File: config.mk
export PLATFORM = sky130hd
export DESIGN_NAME = backlight_gamma_curve
export DESIGN_NICKNAME = d
export VERILOG_FILES = /design/src/rtl/bgc_pkg.sv /design/src/rtl/backlight_gamma_curve.sv /design/src/rtl/bgc_ctrl.sv /design/src/rtl/bgc_datapath.sv
export SDC_FILE = /design/constraint.sdc
export NUM_CORES = 1
export LEC_CHECK = 0
export ABC_CLOCK_PERIOD_IN_PS = 8100
export BUFFER_PORTS_ARGS = -buffer_cell sky130_fd_sc_hd__buf_4
export CORE_MARGIN = 3
export CORE_UTILIZATION = 60
export CTS_CLUSTER_DIAMETER = 60
export DETAILED_ROUTE_END_ITERATION = 10
export GPL_TIMING_DRIVEN = 1
export PLACE_DENSITY = 0.77
export SKIP_CTS_REPAIR_TIMING = 1
export SYNTH_ARGS = -nofsm -noshare
export SYNTH_HDL_FRONTEND = slang
export SYNTH_HIERARCHICAL = 1
export SYNTH_SLANG_ARGS = --single-unit
File: constraint.sdc
create_clock -name clock -period 8.1 [get_ports clock]
set_input_delay 1.62 -clock clock [delete_from_list [all_inputs] [get_ports clock]]
set_output_delay 1.62 -clock clock [all_outputs]
set_load 0.03 [all_outputs]
File: src/rtl/bgc_pkg.sv
// Shared types, constants and arithmetic helpers for the backlight gamma curve.
// Used by bgc_ctrl, bgc_datapath and backlight_gamma_curve; depends on nothing.
package bgc_pkg;

   // Exponent ceiling (gamma times one hundred) and the linear pass-through code
   localparam logic [9:0]  GAMMA_LIMIT     = 10'd1000;
   localparam logic [9:0]  GAMMA_LINEAR    = 10'd100;
   localparam logic [7:0]  LEVEL_FULL      = 8'd255;
   localparam logic [6:0]  HUNDRED         = 7'd100;
   // floor(g / 100) == (g * 41) >> 12 for g up to 1000
   localparam logic [5:0]  WHOLE_RECIP     = 6'd41;
   // floor(x / 100) == (x * 5243) >> 19 for x below 2^15
   localparam logic [12:0] HUNDREDTH_RECIP = 13'd5243;
   localparam logic [2:0]  DIV_STEPS_LAST  = 3'd7;

   typedef enum logic [0:0] {
      CSR_GAMMA     = 1'b0,
      CSR_MAX_LEVEL = 1'b1
   } csr_index_type;

   typedef enum logic [3:0] {
      OP_NONE,
      OP_LOAD,
      OP_ZERO,
      OP_LINEAR,
      OP_DIV_INIT,
      OP_DIV_STEP,
      OP_BASE,
      OP_POW,
      OP_FRAC_N,
      OP_FRAC_MUL,
      OP_FRAC_SUB,
      OP_RESCALE
   } op_type;

   typedef enum logic [3:0] {
      ST_IDLE,
      ST_DECODE,
      ST_DIVIDE,
      ST_BASE,
      ST_CURVE,
      ST_FRAC_N,
      ST_FRAC_MUL,
      ST_FRAC_SUB,
      ST_RESCALE,
      ST_RESPOND
   } state_type;

   typedef struct packed {
      logic max_zero;
      logic linear;
      logic base_edge;
      logic whole_zero;
      logic frac_zero;
   } status_type;

   // Divide by 255 without a divider; exact for x up to 65279 (quotient fits 8 bits)
   function automatic logic [7:0] div255(input logic [15:0] x);
      logic [15:0] s;
      s = x + {8'd0, x[15:8]} + 16'd1;
      return s[15:8];
   endfunction

   // Divide by 100 through a reciprocal multiply; exact for x below 25600 (quotient fits 8 bits)
   function automatic logic [7:0] div100(input logic [14:0] x);
      logic [27:0] p;
      p = {13'd0, x} * {15'd0, HUNDREDTH_RECIP};
      return p[26:19];
   endfunction

endpackage

File: src/rtl/backlight_gamma_curve.sv
// The result strobe follows decode directly for linear gamma or zero max level.
// Otherwise it follows the restoring divider, the shared multiply-rescale loop (one
// pass per whole exponent unit, skipped for a base of 0 or 255), any fractional
// steps and a rescale. One transaction at a time; busy holds until the strobe ends.
// Reset (synchronous) returns to idle with gamma 100 and max level 255.
// The receiver cannot stall: each result is shown for exactly one cycle.
module backlight_gamma_curve
   import bgc_pkg::*;
(
   input  logic        clock,
   input  logic        reset,
   input  logic        start,
   output logic        busy,
   input  logic [15:0] req_requested_level,
   output logic        rsp_valid,
   output logic [7:0]  rsp_drive_level,
   output logic [7:0]  rsp_clamped_level,
   input  logic        csr_write_enable,
   input  logic [0:0]  csr_index,
   input  logic [9:0]  csr_write_data
);

   op_type     op;
   status_type status;

   bgc_ctrl u_ctrl (
      .clock     (clock),
      .reset     (reset),
      .start     (start),
      .status    (status),
      .op        (op),
      .busy      (busy),
      .rsp_valid (rsp_valid)
   );

   bgc_datapath u_datapath (
      .clock               (clock),
      .reset               (reset),
      .csr_write_enable    (csr_write_enable),
      .csr_index           (csr_index_type'(csr_index)),
      .csr_write_data      (csr_write_data),
      .req_requested_level (req_requested_level),
      .op                  (op),
      .status              (status),
      .rsp_drive_level     (rsp_drive_level),
      .rsp_clamped_level   (rsp_clamped_level)
   );

   // A result strobe only belongs to a transaction in flight
   assert property (@(posedge clock) disable iff (reset) rsp_valid |-> busy)
      else $error("result strobe while idle");

   // An accepted transaction holds busy and gives no result in the next cycle
   assert property (@(posedge clock) disable iff (reset)
                    (start && !busy) |=> (busy && !rsp_valid))
      else $error("accepted transaction not held");

   // Each result is strobed for one cycle and ends the transaction
   assert property (@(posedge clock) disable iff (reset)
                    rsp_valid |=> (!rsp_valid && !busy))
      else $error("result strobe longer than one cycle");

endmodule

File: src/rtl/bgc_ctrl.sv
// Sequencing state machine for the backlight gamma curve.
// Depends on bgc_pkg; drives datapath ops and reads datapath status.
module bgc_ctrl
   import bgc_pkg::*;
(
   input  logic       clock,
   input  logic       reset,
   input  logic       start,
   input  status_type status,
   output op_type     op,
   output logic       busy,
   output logic       rsp_valid
);

   state_type  state_ff, state_in;
   logic [2:0] cnt_ff, cnt_in;

   // State and step counter registers
   always_ff @(posedge clock) begin
      if (reset) begin
         state_ff <= ST_IDLE;
         cnt_ff   <= '0;
      end else begin
         state_ff <= state_in;
         cnt_ff   <= cnt_in;
      end
   end

   // Next state and datapath op
   always_comb begin
      state_in  = state_ff;
      cnt_in    = cnt_ff;
      op        = OP_NONE;
      rsp_valid = 1'b0;
      unique case (state_ff)
         ST_IDLE: begin
            if (start) begin
               op       = OP_LOAD;
               state_in = ST_DECODE;
            end
         end
         ST_DECODE: begin
            priority if (status.max_zero) begin
               op       = OP_ZERO;
               state_in = ST_RESPOND;
            end else if (status.linear) begin
               op       = OP_LINEAR;
               state_in = ST_RESPOND;
            end else begin
               op       = OP_DIV_INIT;
               cnt_in   = DIV_STEPS_LAST;
               state_in = ST_DIVIDE;
            end
         end
         ST_DIVIDE: begin
            // one quotient bit per cycle
            op = OP_DIV_STEP;
            if (cnt_ff == '0) begin
               state_in = ST_BASE;
            end else begin
               cnt_in = cnt_ff - 3'd1;
            end
         end
         ST_BASE: begin
            op       = OP_BASE;
            state_in = status.base_edge ? ST_RESCALE : ST_CURVE;
         end
         ST_CURVE: begin
            // one multiply-rescale per whole exponent unit
            if (status.whole_zero) begin
               state_in = status.frac_zero ? ST_RESCALE : ST_FRAC_N;
            end else begin
               op = OP_POW;
            end
         end
         ST_FRAC_N: begin
            op       = OP_FRAC_N;
            state_in = ST_FRAC_MUL;
         end
         ST_FRAC_MUL: begin
            op       = OP_FRAC_MUL;
            state_in = ST_FRAC_SUB;
         end
         ST_FRAC_SUB: begin
            op       = OP_FRAC_SUB;
            state_in = ST_RESCALE;
         end
         ST_RESCALE: begin
            op       = OP_RESCALE;
            state_in = ST_RESPOND;
         end
         ST_RESPOND: begin
            rsp_valid = 1'b1;
            state_in  = ST_IDLE;
         end
         default: begin
            state_in = ST_IDLE;
         end
      endcase
   end

   assign busy = (state_ff != ST_IDLE);

endmodule

File: src/rtl/bgc_datapath.sv
// Datapath of the backlight gamma curve: config registers, divider, power curve.
// Depends on bgc_pkg; executes one op per cycle from bgc_ctrl.
module bgc_datapath
   import bgc_pkg::*;
(
   input  logic          clock,
   input  logic          reset,
   input  logic          csr_write_enable,
   input  csr_index_type csr_index,
   input  logic [9:0]    csr_write_data,
   input  logic [15:0]   req_requested_level,
   input  op_type        op,
   output status_type    status,
   output logic [7:0]    rsp_drive_level,
   output logic [7:0]    rsp_clamped_level
);

   logic [9:0]  gamma_ff;
   logic [7:0]  max_ff;
   logic [7:0]  clamped_ff;
   logic        linear_ff;
   logic [3:0]  whole_ff;
   logic [6:0]  frac_ff;
   logic [7:0]  rem_ff;
   logic [7:0]  dvd_ff;
   logic [7:0]  base_ff;
   logic [7:0]  r_ff;
   logic [7:0]  n_ff;
   logic [14:0] prod_ff;
   logic [7:0]  hw_ff;

   logic [9:0]  g_lim;
   logic [15:0] whole_prod;
   logic [3:0]  whole_load;
   logic [9:0]  frac_wide;
   logic [7:0]  clamped_load;
   logic [15:0] scaled_dvd;
   logic [8:0]  trial;
   logic        trial_ge;
   logic [15:0] r_times_base;
   logic [15:0] r_times_max;
   logic [7:0]  r_less_n;

   // Configuration registers
   always_ff @(posedge clock) begin
      if (reset) begin
         gamma_ff <= GAMMA_LINEAR;
         max_ff   <= LEVEL_FULL;
      end else if (csr_write_enable) begin
         unique case (csr_index)
            CSR_GAMMA:     gamma_ff <= csr_write_data;
            CSR_MAX_LEVEL: max_ff   <= csr_write_data[7:0];
            default:       ;
         endcase
      end
   end

   // Split limited gamma into whole and hundredths, clamp the request
   always_comb begin
      g_lim        = (gamma_ff > GAMMA_LIMIT) ? GAMMA_LIMIT : gamma_ff;
      whole_prod   = {6'd0, g_lim} * {10'd0, WHOLE_RECIP};
      whole_load   = whole_prod[15:12];
      frac_wide    = g_lim - ({6'd0, whole_load} * {3'd0, HUNDRED});
      clamped_load = (req_requested_level > {8'd0, max_ff}) ?
                     max_ff : req_requested_level[7:0];
   end

   // Shared arithmetic
   always_comb begin
      scaled_dvd   = {clamped_ff, 8'd0} - {8'd0, clamped_ff};
      trial        = {rem_ff, dvd_ff[7]};
      trial_ge     = (trial >= {1'b0, max_ff});
      r_times_base = {8'd0, r_ff} * {8'd0, base_ff};
      r_times_max  = {8'd0, r_ff} * {8'd0, max_ff};
      r_less_n     = r_ff - n_ff;
   end

   // Execute the current op
   always_ff @(posedge clock) begin
      unique case (op)
         OP_NONE: ;
         OP_LOAD: begin
            clamped_ff <= clamped_load;
            linear_ff  <= (g_lim == GAMMA_LINEAR);
            whole_ff   <= whole_load;
            frac_ff    <= frac_wide[6:0];
         end
         OP_ZERO:   hw_ff <= '0;
         OP_LINEAR: hw_ff <= clamped_ff;
         OP_DIV_INIT: begin
            rem_ff <= scaled_dvd[15:8];
            dvd_ff <= scaled_dvd[7:0];
         end
         OP_DIV_STEP: begin
            // restoring step; remainder stays below max level
            rem_ff <= trial_ge ? 8'(trial - {1'b0, max_ff}) : trial[7:0];
            dvd_ff <= {dvd_ff[6:0], trial_ge};
         end
         OP_BASE: begin
            base_ff <= dvd_ff;
            r_ff    <= status.base_edge ? dvd_ff : LEVEL_FULL;
         end
         OP_POW: begin
            r_ff     <= div255(r_times_base);
            whole_ff <= whole_ff - 4'd1;
         end
         OP_FRAC_N:   n_ff    <= div255(r_times_base);
         OP_FRAC_MUL: prod_ff <= {7'd0, r_less_n} * {8'd0, frac_ff};
         OP_FRAC_SUB: r_ff    <= r_ff - div100(prod_ff);
         OP_RESCALE:  hw_ff   <= div255(r_times_max);
         default: ;
      endcase
   end

   assign status.max_zero   = (max_ff == '0);
   assign status.linear     = linear_ff;
   assign status.base_edge  = (dvd_ff == '0) || (dvd_ff == LEVEL_FULL);
   assign status.whole_zero = (whole_ff == '0);
   assign status.frac_zero  = (frac_ff == '0);

   assign rsp_drive_level   = hw_ff;
   assign rsp_clamped_level = clamped_ff;

endmodule

==> out/qor.yml <==
run_status:
  status: "complete, no violations"
die:
  rows: 60
  die_w_um: 174
  dieArea_mm2: 0.0303
  core_region_area_mm2: 0.0273
  initial_utilization: 0.620
  fp.dieH_um: 174
  ioPinCount: 49
clock_tree:
  cts_buffer_depth: 2
  cts_tree: "done"
  clk_latency_ns: 0.36
  cts.sinks: 108
  numCtsBuffers: 9
  cts-root-buf: "clkbuf_16"
  cts-htree-levels: 3
  clkTransAtPathRegs_ns: 0.09
worst_hold_path:
  hold_end: "u_ctrl/cnt_ff[0]"
  hp-start: "u_ctrl/cnt_ff[0]"
  whs_path_depth: 1
  hold_class: "register to register"
route:
  drt-pass1-iter-count: 5
  via_per_inst: 5.77
  dr_total_vias: 12900
  wl_per_cell_um: 17.0
  routed_wl_um: 37900
  drc: 0
  ant_nets: 0
  drtIter0Drc: 999
yosys:
  synth_top_area_share: 0.212
  ys_types: 79
  synth_edf_count: 83
  synth_fp_nets: 2324
  syn_inst: 1829
  synth_compound_area_frac: 0.116
  netlist_area_mm2: 0.0170
  synth_seq_cells: 108
  dominantRegCellSynth: "edfxtp_1"
  yosysSeqAreaShare: 0.177
  yosysWarnings: 6
  synth_largest_area_cell: "ha_1"
  yosys-top-cells-area: "ha_1, fa_1, edfxtp_1"
  synth_adder_area_share: 0.422
  syn_area_per_cell_um2: 9.27
  ys_async_sr_fraction: 0
  synth_top_family_by_area: "adder cells"
  synth-xor-area-share: 0.0432
  synthSimpleGateAreaFrac: 0.155
  synth_mux_area_frac: 0.00376
worst_setup_path:
  r2r_cells: 21
  crit_buf_inv: 3
  cp_max_fo: 18
  worstPathCellList: "and2_1 > fa_1 > fa_1 > fa_1 > inv_1 > fa_1 > inv_1 > ha_1 > and4_1 > and3_1 > o31a_1 > o211a_1 > a211oi_1 > xor2_1 > inv_1 > ha_1 > or4bb_1 > o31ai_1 > nand3_2 > or4_1 > nand3_1"
  reg2reg_to: "u_datapath/rsp_drive_level[4]"
  cp.arrival_ns: 7.49
  worstSetupStartpointType: "register"
  cp_slowest_cell: "edfxtp_1"
  cp_data_required_time_ns: 8.33
  cp_top_family: "adder cells"
  reg2reg_slack_ns: 0.84
  max_stage_delay_ns: 0.76
  worst_path_most_repeated_cell: "fa_1"
  r2r-start: "u_datapath/r_ff[3]"
  worstSetupPathType: "register to register"
  critPathCaptureType: "register"
finish:
  diodes: 0
  drive_gt1_frac: 0.0528
  design_area_mm2: 0.0180
  layout.nets: 2347
  syn_to_final_growth_pct: 6.06
timing:
  rsz0062_at_grt: "no"
  max_slew_margin: 0.146
  finalSetupViolCount: 0
  slew_violations: 0
  period_share: 0.896
  fin_crit_ns: 7.26
  clock_skew_ns: 0.0206
  hold_viol: 0
  hold_slack_ns: 0.489
  fmax_mhz: 138
  worst_pin_slew_ns: 1.27
  setup-tns-final_ns: 0
global_route:
  antenna_found_initial: 0
  grt_max_degree: 26
  grt_pass1_wl_um: 63900
  grt_use_total: 0.255
  gr-total-overflow: 0
  grt_pass1_vias: 13200
placement:
  dpl_cell_area_mm2: 0.0177
  io_buffers: 48
  place.gp.congestion: 0.914
  dp_hpwl_um: 31500
run:
  maxCapViolCount: 0
registers in the layout, indices dropped and copies added, names as in the netlist, 3 cells and up:
signal	cells
u_datapath/gamma_ff	10
u_datapath/rsp_clamped_level	8
u_ctrl/state_ff	4
u_datapath/rsp_drive_level	8
u_datapath/max_ff	8
u_datapath/whole_ff	4
u_datapath/prod_ff	15
u_datapath/dvd_ff	8
u_datapath/frac_ff	7
u_datapath/rem_ff	8
u_ctrl/cnt_ff	3
u_datapath/base_ff	8
u_datapath/n_ff	8
u_datapath/r_ff	8
layout make-up:
cell class | instances | area (um2)
Fill cell | 2265 | 9350
Clock inverter | 7 | 88.8
Sequential cell | 108 | 2990
Multi-Input combinational cell | 1344 | 12500
Timing Repair Buffer | 55 | 413
Clock buffer | 9 | 225
Inverter | 334 | 1250
Tap cell | 372 | 465
stage by stage:
stage / util / worst slack [ns] / std cells
2_1_floorplan: - / 1.45 / 1829
6_report: 0.658 / 0.842 / 2229
4_1_cts: 0.658 / 0.907 / 2229
3_3_place_gp: 0.646 / 1.13 / 2213
5_1_grt: 0.658 / 0.514 / 2229
3_5_place_dp: 0.646 / 0.922 / 2213
synth_stat cells, drive strengths merged (9+ instances only):
library cell and number:
a211o 16, a211oi 17, a21o 28, a21oi 69
and2 117, and3 16, clkbuf 36, dfxtp 25
edfxtp 83, fa 177, ha 287, inv 334
nand2 127, nand2b 22, nand3 18, nand4 13
nor2 82, nor2b 25, nor3 29, nor4 12
o21a 19, o21ai 63, or2 10, or3 10
or4 9, xnor2 55, xor2 26
layer usage:
layer / GRT usage / part of all wire
met5: 0 / 0
met4: 0.0697 / 0.022
met3: 0.0301 / 0.050
met2: 0.430 / 0.48
met1: 0.349 / 0.44
logic make-up after synthesis:
| kind of cell | count (synthesis) |
|---|---|
| and+or+nand+nor | 505 |
| DFF | 108 |
| adders and majority gates | 465 |
| muxes | 6 |
| AOI/OAI and AO/OA | 286 |
| buffers and inverters | 377 |
| xor gates and xnor gates | 82 |
how the worst max path moves through the flow:
stage	from	to	slack, ns	cells past startpoint
4_1_cts	u_datapath/r_ff[3]	u_datapath/rsp_drive_level[5]	0.91	21
3_5_place_dp	u_datapath/r_ff[3]	u_datapath/rsp_drive_level[5]	0.92	21
5_1_grt	u_datapath/max_ff[7]	u_datapath/rsp_drive_level[6]	0.51	22
2_1_floorplan	u_datapath/r_ff[7]	u_datapath/rsp_drive_level[5]	1.45	23
6_report	u_datapath/r_ff[3]	u_datapath/rsp_drive_level[4]	0.84	21
3_3_place_gp	u_datapath/r_ff[2]	u_datapath/rsp_drive_level[5]	1.13	21
cells in the final DEF (no fill, tap or decap), drive strengths merged, types with 6 or more instances in the layout:
cell and instances:
buf 55, ha 287, a21oi 69, and3 16, and2 117, a31oi 7, xor2 26, nor2b 25
nand2 127, o21a 19, nor3 29, a21o 28, a211o 16, o21ai 63, nor2 82, nor4 12
a211oi 17, dfxtp 25, or4 9, nand2b 22, clkbuf 9, xnor2 55, nand4 13, edfxtp 83
a221o 6, or3 10, or2 10, nand3 18, inv 337, fa 177, o211ai 7
Power is not shown: default switching activity piles up to over one toggle a cycle in this logic, so the estimate is an artifact.
